===== src/rtl/core/thac_pkg.sv =====
// ----------------------------------------------------------------------------
// thac_pkg
// shared types, codes and reset values of the tank heater and aerator
// controller
// ----------------------------------------------------------------------------
package thac_pkg;

  localparam int unsigned CmdW   = 3;
  localparam int unsigned TempW  = 7;
  localparam int unsigned FracW  = 8;
  localparam int unsigned TickW  = 8;
  localparam int unsigned LevelW = 4;
  localparam int unsigned CfgIdxW  = 3;
  localparam int unsigned CfgDataW = 8;

  // event codes
  typedef enum logic [CmdW-1:0] {
    CMD_TICK   = 3'd0,
    CMD_SAMPLE = 3'd1,
    CMD_UP     = 3'd2,
    CMD_DOWN   = 3'd3,
    CMD_TOGGLE = 3'd4
  } cmd_e;

  // configuration register indexes
  typedef enum logic [CfgIdxW-1:0] {
    CFG_HYST_FRACTION    = 3'd0,
    CFG_TICKS_PER_PERIOD = 3'd1,
    CFG_TEMP_MIN_LIMIT   = 3'd2,
    CFG_TEMP_MAX_LIMIT   = 3'd3,
    CFG_AER_MAX_LEVEL    = 3'd4,
    CFG_AER_MIN_LEVEL    = 3'd5
  } cfg_idx_e;

  // reset values
  localparam logic [FracW-1:0]  RstHystFraction  = 8'd13;
  localparam logic [TickW-1:0]  RstTicksPerPer   = 8'd59;
  localparam logic [TempW-1:0]  RstTempMinLimit  = 7'd20;
  localparam logic [TempW-1:0]  RstTempMaxLimit  = 7'd60;
  localparam logic [LevelW-1:0] RstAerMaxLevel   = 4'd9;
  localparam logic [LevelW-1:0] RstAerMinLevel   = 4'd0;
  localparam logic [TempW-1:0]  RstSetpoint      = 7'd40;
  localparam logic [LevelW-1:0] RstLevel         = 4'd5;

  typedef struct packed {
    logic [CmdW-1:0]  command;
    logic [TempW-1:0] temperature;
  } in_item_t;

  typedef struct packed {
    logic              heater_on;
    logic              aerator_on;
    logic [TempW-1:0]  temp_setpoint;
    logic [LevelW-1:0] aer_level;
    logic              selected;
  } out_item_t;

endpackage


===== src/rtl/core/thac_in_if.sv =====
// ----------------------------------------------------------------------------
// thac_in_if
// event channel: valid/ready handshake carrying command and temperature
// ----------------------------------------------------------------------------
interface thac_in_if;
  logic                          valid;
  logic                          ready;
  logic [thac_pkg::CmdW-1:0]     command;
  logic [thac_pkg::TempW-1:0]    temperature;

  modport source (output valid, output command, output temperature, input ready);
  modport sink   (input valid, input command, input temperature, output ready);
endinterface


===== src/rtl/core/thac_out_if.sv =====
// ----------------------------------------------------------------------------
// thac_out_if
// result channel: valid/ready handshake carrying relay drives and settings
// ----------------------------------------------------------------------------
interface thac_out_if;
  logic                          valid;
  logic                          ready;
  logic                          heater_on;
  logic                          aerator_on;
  logic [thac_pkg::TempW-1:0]    temp_setpoint;
  logic [thac_pkg::LevelW-1:0]   aer_level;
  logic                          selected;

  modport source (output valid, output heater_on, output aerator_on,
                  output temp_setpoint, output aer_level, output selected,
                  input ready);
  modport sink   (input valid, input heater_on, input aerator_on,
                  input temp_setpoint, input aer_level, input selected,
                  output ready);
endinterface


===== src/rtl/core/tank_heater_aerator_controller_top.sv =====
// ----------------------------------------------------------------------------
// tank_heater_aerator_controller_top
// hysteresis heater control and time-proportioned aeration driven by events
// ----------------------------------------------------------------------------
// Usage
//   in_ch carries one event per transfer: tick, temperature sample, up, down
//   or select toggle. Every event produces exactly one result transfer on
//   out_ch showing relay drives and settings after the event.
//   Configuration registers are written through cfg_we_i / cfg_idx_i / cfg_data_i,
//   one register per cycle; only while no event is in flight, which the user must ensure.
// Flow and throughput
//   An accepted event waits in the input register, then the band
//   multiply, compares and counter updates run in a single pass and load
//   the result register, from which the result is offered on out_ch and
//   transfers at the edge where out_ch is ready.
//   One event per cycle is sustained while out_ch stays ready; the state
//   registers feed straight back into the next pass, so consecutive events need no gap.
// Reset
//   Asynchronous, active low: settings and counters return to their
//   defaults, both relays off, both channel stages empty.
// Stall
//   While out_ch is not ready the result register holds; the input register
//   then holds one more event and in_ch ready drops once both are full.
// ----------------------------------------------------------------------------
module tank_heater_aerator_controller_top (
  input  logic                              clk_i,
  input  logic                              rst_ni,
  input  logic                              cfg_we_i,
  input  logic [thac_pkg::CfgIdxW-1:0]      cfg_idx_i,
  input  logic [thac_pkg::CfgDataW-1:0]     cfg_data_i,
  thac_in_if.sink                           in_ch,
  thac_out_if.source                        out_ch
);

  localparam int unsigned TempW  = thac_pkg::TempW;
  localparam int unsigned FracW  = thac_pkg::FracW;
  localparam int unsigned TickW  = thac_pkg::TickW;
  localparam int unsigned LevelW = thac_pkg::LevelW;

  // configuration registers
  logic [FracW-1:0]  hyst_fraction_q;
  logic [TickW-1:0]  ticks_per_period_q;
  logic [TempW-1:0]  temp_min_limit_q;
  logic [TempW-1:0]  temp_max_limit_q;
  logic [LevelW-1:0] aer_max_level_q;
  logic [LevelW-1:0] aer_min_level_q;

  // controller state
  logic              heater_q, heater_d;
  logic              aerator_q, aerator_d;
  logic [TickW-1:0]  tick_count_q, tick_count_d;
  logic [LevelW-1:0] on_periods_q, on_periods_d;
  logic [LevelW-1:0] off_periods_q, off_periods_d;
  logic [TempW-1:0]  setpoint_q, setpoint_d;
  logic [LevelW-1:0] level_q, level_d;
  logic              select_q, select_d;

  // pipeline stages
  logic                 in_vld_q;
  thac_pkg::in_item_t   in_q;
  logic                 out_vld_q;
  thac_pkg::out_item_t  out_q;
  logic                 advance;

  // band arithmetic
  logic [TempW+FracW-1:0] band_prod;
  logic [TempW-1:0]       band;
  logic [TempW-1:0]       low_thresh;
  logic [TempW:0]         high_thresh;
  logic                   period_end;
  logic                   off_done;

  assign advance     = in_vld_q && (!out_vld_q || out_ch.ready);
  assign in_ch.ready = !in_vld_q || advance;

  // configuration writes
  always_ff @(posedge clk_i or negedge rst_ni) begin
    if (!rst_ni) begin
      hyst_fraction_q    <= thac_pkg::RstHystFraction;
      ticks_per_period_q <= thac_pkg::RstTicksPerPer;
      temp_min_limit_q   <= thac_pkg::RstTempMinLimit;
      temp_max_limit_q   <= thac_pkg::RstTempMaxLimit;
      aer_max_level_q    <= thac_pkg::RstAerMaxLevel;
      aer_min_level_q    <= thac_pkg::RstAerMinLevel;
    end else if (cfg_we_i) begin
      case (cfg_idx_i)
        thac_pkg::CFG_HYST_FRACTION:    hyst_fraction_q    <= cfg_data_i;
        thac_pkg::CFG_TICKS_PER_PERIOD: ticks_per_period_q <= cfg_data_i;
        thac_pkg::CFG_TEMP_MIN_LIMIT:   temp_min_limit_q   <= cfg_data_i[TempW-1:0];
        thac_pkg::CFG_TEMP_MAX_LIMIT:   temp_max_limit_q   <= cfg_data_i[TempW-1:0];
        thac_pkg::CFG_AER_MAX_LEVEL:    aer_max_level_q    <= cfg_data_i[LevelW-1:0];
        thac_pkg::CFG_AER_MIN_LEVEL:    aer_min_level_q    <= cfg_data_i[LevelW-1:0];
        default: ;
      endcase
    end
  end

  // input register
  always_ff @(posedge clk_i or negedge rst_ni) begin
    if (!rst_ni) begin
      in_vld_q <= 1'b0;
    end else if (in_ch.ready) begin
      in_vld_q <= in_ch.valid;
    end
  end

  always_ff @(posedge clk_i) begin
    if (in_ch.ready && in_ch.valid) begin
      in_q.command     <= in_ch.command;
      in_q.temperature <= in_ch.temperature;
    end
  end

  // hysteresis band: floor(setpoint * fraction / 256), never above setpoint
  assign band_prod   = {{FracW{1'b0}}, setpoint_q} * {{TempW{1'b0}}, hyst_fraction_q};
  assign band        = band_prod[TempW+FracW-1:FracW];
  assign low_thresh  = setpoint_q - band;
  assign high_thresh = {1'b0, setpoint_q} + {1'b0, band};

  assign period_end = (tick_count_q >= ticks_per_period_q);
  // off phase ends once off_periods reaches max - level; level above max ends it at once
  assign off_done   = (level_q > aer_max_level_q) ||
                      (off_periods_q >= (aer_max_level_q - level_q));

  // next state for the event in the input register
  always_comb begin
    heater_d      = heater_q;
    aerator_d     = aerator_q;
    tick_count_d  = tick_count_q;
    on_periods_d  = on_periods_q;
    off_periods_d = off_periods_q;
    setpoint_d    = setpoint_q;
    level_d       = level_q;
    select_d      = select_q;
    case (in_q.command)
      thac_pkg::CMD_TICK: begin
        if (!period_end) begin
          tick_count_d = tick_count_q + 1'b1;
        end else begin
          tick_count_d = '0;
          // aeration period step
          if (level_q == aer_max_level_q) begin
            if (!aerator_q) begin
              aerator_d = 1'b1; on_periods_d = LevelW'(1); off_periods_d = '0;
            end
          end else if (level_q == '0) begin
            if (aerator_q) begin
              aerator_d = 1'b0; on_periods_d = '0; off_periods_d = LevelW'(1);
            end
          end else if (aerator_q) begin
            if (on_periods_q >= level_q) begin
              aerator_d = 1'b0; on_periods_d = '0; off_periods_d = LevelW'(1);
            end else begin
              on_periods_d = on_periods_q + 1'b1;
            end
          end else begin
            if (off_done) begin
              aerator_d = 1'b1; on_periods_d = LevelW'(1); off_periods_d = '0;
            end else begin
              off_periods_d = off_periods_q + 1'b1;
            end
          end
        end
      end
      thac_pkg::CMD_SAMPLE: begin
        if (heater_q) begin
          if ({1'b0, in_q.temperature} >= high_thresh) heater_d = 1'b0;
        end else begin
          if (in_q.temperature < low_thresh) heater_d = 1'b1;
        end
      end
      thac_pkg::CMD_UP: begin
        if (!select_q) begin
          if (setpoint_q < temp_max_limit_q) setpoint_d = setpoint_q + 1'b1;
        end else begin
          if (level_q < aer_max_level_q) level_d = level_q + 1'b1;
        end
      end
      thac_pkg::CMD_DOWN: begin
        if (!select_q) begin
          if (setpoint_q > temp_min_limit_q) setpoint_d = setpoint_q - 1'b1;
        end else begin
          if (level_q > aer_min_level_q) level_d = level_q - 1'b1;
        end
      end
      thac_pkg::CMD_TOGGLE: begin
        select_d = !select_q;
      end
      default: ;
    endcase
  end

  // state update
  always_ff @(posedge clk_i or negedge rst_ni) begin
    if (!rst_ni) begin
      heater_q      <= 1'b0;
      aerator_q     <= 1'b0;
      tick_count_q  <= '0;
      on_periods_q  <= '0;
      off_periods_q <= '0;
      setpoint_q    <= thac_pkg::RstSetpoint;
      level_q       <= thac_pkg::RstLevel;
      select_q      <= 1'b0;
    end else if (advance) begin
      heater_q      <= heater_d;
      aerator_q     <= aerator_d;
      tick_count_q  <= tick_count_d;
      on_periods_q  <= on_periods_d;
      off_periods_q <= off_periods_d;
      setpoint_q    <= setpoint_d;
      level_q       <= level_d;
      select_q      <= select_d;
    end
  end

  // result register
  always_ff @(posedge clk_i or negedge rst_ni) begin
    if (!rst_ni) begin
      out_vld_q <= 1'b0;
    end else if (advance) begin
      out_vld_q <= 1'b1;
    end else if (out_ch.ready) begin
      out_vld_q <= 1'b0;
    end
  end

  always_ff @(posedge clk_i) begin
    if (advance) begin
      out_q.heater_on     <= heater_d;
      out_q.aerator_on    <= aerator_d;
      out_q.temp_setpoint <= setpoint_d;
      out_q.aer_level     <= level_d;
      out_q.selected      <= select_d;
    end
  end

  assign out_ch.valid         = out_vld_q;
  assign out_ch.heater_on     = out_q.heater_on;
  assign out_ch.aerator_on    = out_q.aerator_on;
  assign out_ch.temp_setpoint = out_q.temp_setpoint;
  assign out_ch.aer_level     = out_q.aer_level;
  assign out_ch.selected      = out_q.selected;

  // checks
  property p_state_holds_when_idle;
    @(posedge clk_i) disable iff (!rst_ni)
      !advance |=> ($stable(heater_q) && $stable(aerator_q) && $stable(setpoint_q) &&
                    $stable(level_q) && $stable(select_q) && $stable(tick_count_q));
  endproperty
  a_state_holds_when_idle: assert property (p_state_holds_when_idle)
    else $error("state changed without an event being processed");

  a_heater_only_on_sample: assert property (@(posedge clk_i) disable iff (!rst_ni)
      (advance && (in_q.command != thac_pkg::CMD_SAMPLE)) |=> $stable(heater_q))
    else $error("heater changed on a non-sample event");

  a_result_follows_event: assert property (@(posedge clk_i) disable iff (!rst_ni)
      advance |=> (out_vld_q && (out_q.heater_on == heater_q) &&
                   (out_q.temp_setpoint == setpoint_q) && (out_q.aer_level == level_q)))
    else $error("result register does not match state after event");

  a_forced_on_at_max: assert property (@(posedge clk_i) disable iff (!rst_ni)
      (advance && (in_q.command == thac_pkg::CMD_TICK) && period_end &&
       (level_q == aer_max_level_q)) |=> aerator_q)
    else $error("aerator not on at maximum level after period step");

  a_no_event_lost: assert property (@(posedge clk_i) disable iff (!rst_ni)
      (in_vld_q && !advance) |=> in_vld_q)
    else $error("pending event dropped");

endmodule

===== src/flat_wrapper.sv =====
// flat-port wrapper written by rule: the top's interface ports become plain ports
module tank_heater_aerator_controller_top_flat 
  (clk_i, rst_ni, cfg_we_i, cfg_idx_i, cfg_data_i, in_ch_valid, in_ch_command, in_ch_temperature, in_ch_ready, out_ch_valid, out_ch_heater_on, out_ch_aerator_on, out_ch_temp_setpoint, out_ch_aer_level, out_ch_selected, out_ch_ready);
  thac_in_if in_ch_i ();
  thac_out_if out_ch_i ();
  input  logic clk_i;
  input  logic rst_ni;
  input  logic cfg_we_i;
  input  logic [thac_pkg::CfgIdxW-1:0] cfg_idx_i;
  input  logic [thac_pkg::CfgDataW-1:0] cfg_data_i;
  input wire logic [$bits(in_ch_i.valid)-1:0] in_ch_valid;
  input wire logic [$bits(in_ch_i.command)-1:0] in_ch_command;
  input wire logic [$bits(in_ch_i.temperature)-1:0] in_ch_temperature;
  output wire logic [$bits(in_ch_i.ready)-1:0] in_ch_ready;
  output wire logic [$bits(out_ch_i.valid)-1:0] out_ch_valid;
  output wire logic [$bits(out_ch_i.heater_on)-1:0] out_ch_heater_on;
  output wire logic [$bits(out_ch_i.aerator_on)-1:0] out_ch_aerator_on;
  output wire logic [$bits(out_ch_i.temp_setpoint)-1:0] out_ch_temp_setpoint;
  output wire logic [$bits(out_ch_i.aer_level)-1:0] out_ch_aer_level;
  output wire logic [$bits(out_ch_i.selected)-1:0] out_ch_selected;
  input wire logic [$bits(out_ch_i.ready)-1:0] out_ch_ready;
  assign in_ch_i.valid = in_ch_valid;
  assign in_ch_i.command = in_ch_command;
  assign in_ch_i.temperature = in_ch_temperature;
  assign in_ch_ready = in_ch_i.ready;
  assign out_ch_valid = out_ch_i.valid;
  assign out_ch_heater_on = out_ch_i.heater_on;
  assign out_ch_aerator_on = out_ch_i.aerator_on;
  assign out_ch_temp_setpoint = out_ch_i.temp_setpoint;
  assign out_ch_aer_level = out_ch_i.aer_level;
  assign out_ch_selected = out_ch_i.selected;
  assign out_ch_i.ready = out_ch_ready;
  tank_heater_aerator_controller_top u_core (.clk_i(clk_i), .rst_ni(rst_ni), .cfg_we_i(cfg_we_i), .cfg_idx_i(cfg_idx_i), .cfg_data_i(cfg_data_i), .in_ch(in_ch_i), .out_ch(out_ch_i));
endmodule

===== config.mk =====
export PLATFORM = sky130hd
export DESIGN_NAME = tank_heater_aerator_controller_top_flat
export DESIGN_NICKNAME = d
export VERILOG_FILES = /design/src/rtl/core/thac_pkg.sv /design/src/rtl/core/thac_in_if.sv /design/src/rtl/core/thac_out_if.sv /design/src/rtl/core/tank_heater_aerator_controller_top.sv /design/src/flat_wrapper.sv
export SDC_FILE = /design/constraint.sdc
export NUM_CORES = 1
export LEC_CHECK = 0
export ABC_AREA = 1
export BUFFER_PORTS_ARGS = -buffer_cell sky130_fd_sc_hd__buf_2
export CORE_ASPECT_RATIO = 1.5
export CORE_UTILIZATION = 60
export CTS_CLUSTER_SIZE = 28
export DETAILED_ROUTE_END_ITERATION = 16
export PLACE_DENSITY = 0.76
export SYNTH_ARGS = -nofsm -noshare
export SYNTH_HDL_FRONTEND = slang
export SYNTH_SLANG_ARGS = --single-unit

===== constraint.sdc =====
create_clock -name clk_i -period 8.4 [get_ports clk_i]
set_input_delay 1.26 -clock clk_i [delete_from_list [all_inputs] [get_ports clk_i]]
set_output_delay 1.26 -clock clk_i [all_outputs]
set_load 0.05 [all_outputs]

==> flow_metrics.tcl, run 1 <==
set metrics [dict create \
    synth_common_cells "nand2_1, inv_1, ha_1, o21ai_0, nand3_1" \
    p_total_mw 3.12 \
    slowest_delay_ns 0.80 \
    viasPerCell 5.31 \
    post-cts-setup-buffer-count 0 \
    grt_pass1_vias 6205 \
    fin_area_um2 8620 \
    portBuffers 41 \
    synth_area_leaders "ha_1, dfrtp_1, nand2_1" \
    post_cts_resized 0 \
    root_buffer "clkbuf_16" \
    track_usage_pct 26.4 \
    worstPathArrival_ns 6.71 \
    finalWorstPathRequiredPeriod_ns 6.60 \
    maxCapViolCount 0 \
    critical_path_class "register to register" \
    dr.pass1.iters 4 \
    clockBufferDepth 2 \
    avgSynthCellArea_um2 7.85 \
    synth_area_leader_cell "ha_1" \
    power_switching_mw 1.54 \
    route.vias.total 6470 \
    clock_sinks 94 \
    p_leak_nw 4.83 \
    cts_tree "done" \
    tns_ns 0 \
    cts_buffers 9 \
    htreeDepth 3 \
    fill_cells 1168 \
    hold_path_class "register to register" \
    drv_slew 0 \
    slowest_stage "dfstp_2" \
    yosysTopAreaCellShare_pct 16.2 \
    final_util_pct 66.2 \
    drtIter0Drc 286 \
    grt_pass1_wl_um 28200 \
    synthArstFlopShare_pct 74.5 \
    synthFlopType "dfrtp_1" \
    sw_frac_of_total_pct 49.4 \
    top_usage_layer "met2" \
    dp_hpwl_um 13100 \
    ys_seq_area_share_pct 31.1 \
    post_drt_wl_per_cell_um 13.8 \
    end_kind "register" \
    combPwrFrac_pct 62.3 \
    diodes 0 \
    seqPwrFrac_pct 25.2 \
    syn_nets 1184 \
    grt_remaining_overflow 0 \
    hold_violations 0 \
    die_h_um 144 \
    met2_usage_pct 48.4 \
    tightest_slew_ns 1.04 \
    placed_cells 1202 \
    ant_nets 0 \
    routed_wl_um 16800 \
    timing.fmax_mhz 151 \
    met1_usage_pct 31.3 \
    start_util_pct 61.7 \
    rsz0062_at_grt "false" \
    ctsHoldBuffers 0 \
    relSlewSlack_pct 30.6 \
    worst_skew_pair.late_latency_ns 0.35 \
    syn_area_um2 8030 \
    clkPwrFrac_pct 12.5 \
    fin_cells 1218 \
    grt_max_degree 71 \
    die_area_um2 13900 \
    powerDensity_nw_per_um2 362 \
    synth_most_common_cell "nand2_1" \
    yosys_warnings 0 \
    die_w_um 96.5 \
    place_congestion 0.888 \
    setup_violations 0 \
    io_pins 42 \
    drive_above_1_share_pct 9.54 \
    fin_crit_sh_pct 78.6 \
    drc 0 \
    status "completed" \
    core_um2 13000 \
    intPower_mw 1.58 \
    critPathLaunchType "register" \
    antenna_found_initial 0 \
    clk_pin_slew_ns 0.07 \
    rows 51 \
    ys_seq_elements 94 \
    worstPathMaxFanout 17 \
    critical_path_required_ns 8.51 \
    syn2layout_area_growth_pct 7.34 \
    ys_types 50 \
    synth-edff-count 24 \
    finClkSkew_ns 0.0120 \
    ir_drop_mv 0.197 \
    placed_area_um2 8340 \
    grtUsageMet3_pct 3.33 \
    fin_nets 1215 \
    synthCells 1023 \
]
==> layout by cell type, fill, tap and decap left out, types with 9 or more instances in the layout <==
cell,n
xnor2_1,9
ha_1,104
clkbuf_16,9
o21ai_0,64
buf_2,41
nand4_1,9
dfstp_2,20
inv_1,191
a21oi_1,36
nand3_1,60
edfxtp_1,24
nand2_1,273
nor2_1,47
dfrtp_1,50
nor3_1,13
xor2_1,15
fa_1,31
==> power groups by stage <==
| stage | Sequential [mW] | Combinational [mW] | Clock (mW) |
|---|---|---|---|
| floorplan | 0.767 | 1.53 | 0 |
| global placement | 0.789 | 1.89 | 0 |
| detailed placement | 0.794 | 1.95 | 0 |
| CTS | 0.787 | 1.97 | 0.398 |
| global route | 0.807 | 2.24 | 0.418 |
| finish | 0.788 | 1.94 | 0.391 |
==> kinds of logic (layout without fill, tap and decap cells) <==
logic type | after synthesis | after routing | share of synthesized area (%)
buffers and inverters | 218 | 254 | 10.5
AND/OR/NAND/NOR | 431 | 431 | 23.7
adder cells (fa/ha/maj) | 135 | 135 | 23.9
flip-flops | 94 | 94 | 31.1
AO/OA/AOI/OAI | 121 | 121 | 8.19
XOR/XNOR | 24 | 24 | 2.62
==> layout make-up <==
type	instances	area, um^2	area share [%]
clock inverter	4	32.5	0.377
inverter	196	738	8.56
clock buffer	12	250	2.90
tap	159	199	2.31
timing repair buffer	42	213	2.47
sequential	94	2500	29.0
multi-input combinational	711	4690	54.4
==> metrics by stage <==
stage,setup WS [ns],hold WS (ns)
after floorplan,2.25,0.449
after global placement,2.10,0.467
after detailed placement,1.90,0.480
after CTS,1.86,0.495
after global routing,1.33,0.500
final,1.80,0.493
==> registers in the layout, indices dropped and copies added, names as in the netlist, 4 cells and up <==
name / flops
u_core.aer_max_level_q: 4
u_core.out_ch.aer_level: 4
u_core.temp_min_limit_q: 7
u_core.out_ch.temp_setpoint: 7
u_core.ticks_per_period_q: 8
u_core.in_q: 10
u_core.setpoint_q: 7
u_core.aer_min_level_q: 4
u_core.tick_count_q: 8
u_core.level_q: 4
u_core.hyst_fraction_q: 8
u_core.on_periods_q: 4
u_core.off_periods_q: 4
u_core.temp_max_limit_q: 7
==> metal layers <==
| metal | share of wire, % | vias up |
|---|---|---|
| li1 | - | 3296 |
| met1 | 41 | 3050 |
| met2 | 54 | 103 |
| met3 | 2.7 | 21 |
| met4 | 1.8 | 0 |
| met5 | 0 | - |
==> worst max-delay path: cells and delay by family, from the launching register on <==
| kind | cells | cell delay (ns) |
|---|---|---|
| adders and majority gates | 8 | 3.30 |
| and+or+nand+nor | 10 | 0.90 |
| DFF | 1 | 0.80 |
| AOI/OAI and AO/OA | 5 | 0.74 |
| xor gates and xnor gates | 2 | 0.37 |
| buffers and inverters | 4 | 0.26 |
==> final timing paths <==
kind | from | endpoint | slack, ns | cells after the start
worst max register to register | u_core.setpoint_q[5] | u_core.out_ch.heater_on | 1.80 | 29
worst min-delay path | u_core.ticks_per_period_q[1] | u_core.ticks_per_period_q[1] | 0.49 | 2
max in group asynchronous | rst_ni | u_core.hyst_fraction_q[6] | 6.69 | 2
worst max-delay path | u_core.setpoint_q[5] | u_core.out_ch.heater_on | 1.80 | 29
min in group asynchronous | rst_ni | u_core.aerator_q | 1.09 | 2
worst min register to register | u_core.ticks_per_period_q[1] | u_core.ticks_per_period_q[1] | 0.49 | 2
No activity file was read; power rests on OpenSTA's default activity.
==> inputs of run 2 (changes only) <==
clock period = 6.2 ns   (was 8.4 ns; I/O delays follow)
==> flow_metrics.tcl, run 2 (same netlist as run 1, synthesis figures left out) <==
set metrics [dict create \
    status "completed" \
    final_common_cell "nand2_1" \
    syn2layout_area_growth_pct 10.4 \
    drc 0 \
    hold_path_class "register to register" \
    final_cell_mix "nand2_1, inv_1, ha_1, o21ai_0, nand3_1" \
    cts_buffers 9 \
    critical_path_required_ns 6.32 \
    die_h_um 144 \
    rows 51 \
    top_register "u_core.in_q" \
    die_area_um2 13900 \
    clock_sinks 94 \
    slowest_stage "dfstp_2" \
    hold_path_depth 2 \
    portBuffers 41 \
    end_kind "register" \
    fin_area_um2 8870 \
    drive_above_1_share_pct 13.0 \
    drtIter0Drc 331 \
    route.vias.total 6611 \
    htreeDepth 3 \
    critical_path_class "register to register" \
    slowest_delay_ns 0.59 \
    cts_tree "done" \
    antenna_found_initial 0 \
    ir_drop_mv 0.271 \
    grt_pass1_wl_um 28900 \
    core_um2 13000 \
    io_pins 42 \
    dr.pass1.iters 6 \
    ctsHoldBuffers 0 \
    ant_nets 0 \
    finalWorstPathRequiredPeriod_ns 5.95 \
    fin_crit_sh_pct 96.0 \
    maxCapViolCount 0 \
    clk_pin_slew_ns 0.07 \
    tightest_slew_ns 0.976 \
    diodes 0 \
    drv_slew 0 \
    track_usage_pct 27.3 \
    viasPerCell 5.35 \
    worstPathMaxFanout 7 \
    worst_skew_pair.late_latency_ns 0.36 \
    timing.fmax_mhz 168 \
    powerDensity_nw_per_um2 505 \
    root_buffer "clkbuf_16" \
    grt_remaining_overflow 0 \
    relSlewSlack_pct 34.9 \
    critPathLaunchType "register" \
    cpMostUsedCell "nand2_1" \
    placed_area_um2 8440 \
    hold_violations 0 \
    setup_violations 0 \
    finClkSkew_ns 0.0101 \
    fin_nets 1232 \
    place_congestion 0.896 \
    whs_ns 0.489 \
    worstPathArrival_ns 6.07 \
    grt_max_degree 71 \
    p_leak_nw 4.94 \
    post_drt_wl_per_cell_um 14.3 \
    p_total_mw 4.48 \
    reg2reg_depth 30 \
    largest_reg_flops 10 \
    dp_hpwl_um 13600 \
    die_w_um 96.5 \
    grt_pass1_vias 6414 \
    reg2reg_slack_ns 0.25 \
    start_util_pct 61.7 \
    clockBufferDepth 2 \
    routed_wl_um 17600 \
]
==> run 2: routing by layer <==
layer	GRT usage, %	part of all wire, %
met1	31.0	40
met2	50.0	53
met3	3.07	3.1
met4	12.1	3.6
met5	0	0
==> run 2: where the power goes <==
part | switching (mW) | total, mW | internal (mW)
sequential | 0.155 | 0.986 | 0.831
clock | 0.259 | 0.537 | 0.277
combinational | 1.80 | 2.95 | 1.16
total | 2.21 | 4.48 | 2.26
==> run 2: worst paths after layout <==
path,start,endpoint
max,u_core.hyst_fraction_q[3],u_core.out_ch.heater_on
min,u_core.temp_min_limit_q[6],u_core.temp_min_limit_q[6]
max reg2reg,u_core.hyst_fraction_q[3],u_core.out_ch.heater_on
min reg2reg,u_core.temp_min_limit_q[6],u_core.temp_min_limit_q[6]
max in group asynchronous,rst_ni,u_core.hyst_fraction_q[5]
min in group asynchronous,rst_ni,u_core.aerator_q
==> run 2: layout make-up <==
cell class / count / area, um^2
multi-input cells: 711 / 4800
inverters: 196 / 738
fillers: 1112 / 4150
clock buffers: 9 / 225
flip-flops and latches: 94 / 2500
well taps: 159 / 199
repair buffers: 59 / 344
clock inverters: 7 / 60.1
==> run 2: through the flow <==
step	TNS [ns]	std cells	util (%)	setup WS, ns
finish	0	1235	68.1	0.250
global route	-0.0354	1235	68.1	-0.0234
CTS	0	1232	67.1	0.0426
detailed placement	0	1216	64.9	0.00816
global placement	0	1216	64.9	0.140
floorplan	0	1023	-	0.0521
==> run 2: repair_timing <==
| action | in CTS | in global routing |
|---|---|---|
| resized for setup | 1 | 26 |
| pin swaps | 0 | 9 |
| setup endpoints to repair | 1 | 2 |
| gates cloned | 0 | 0 |
| setup buffers | 0 | 3 |
==> run 2: critical path: cells and delay by family (launching register included) <==
family	cells	cell delay [ns]
xor+xnor	2	0.30
simple gates	10	0.85
buf+inv	5	0.36
compound gates	5	0.65
flops	1	0.59
fa+ha+maj	8	2.97
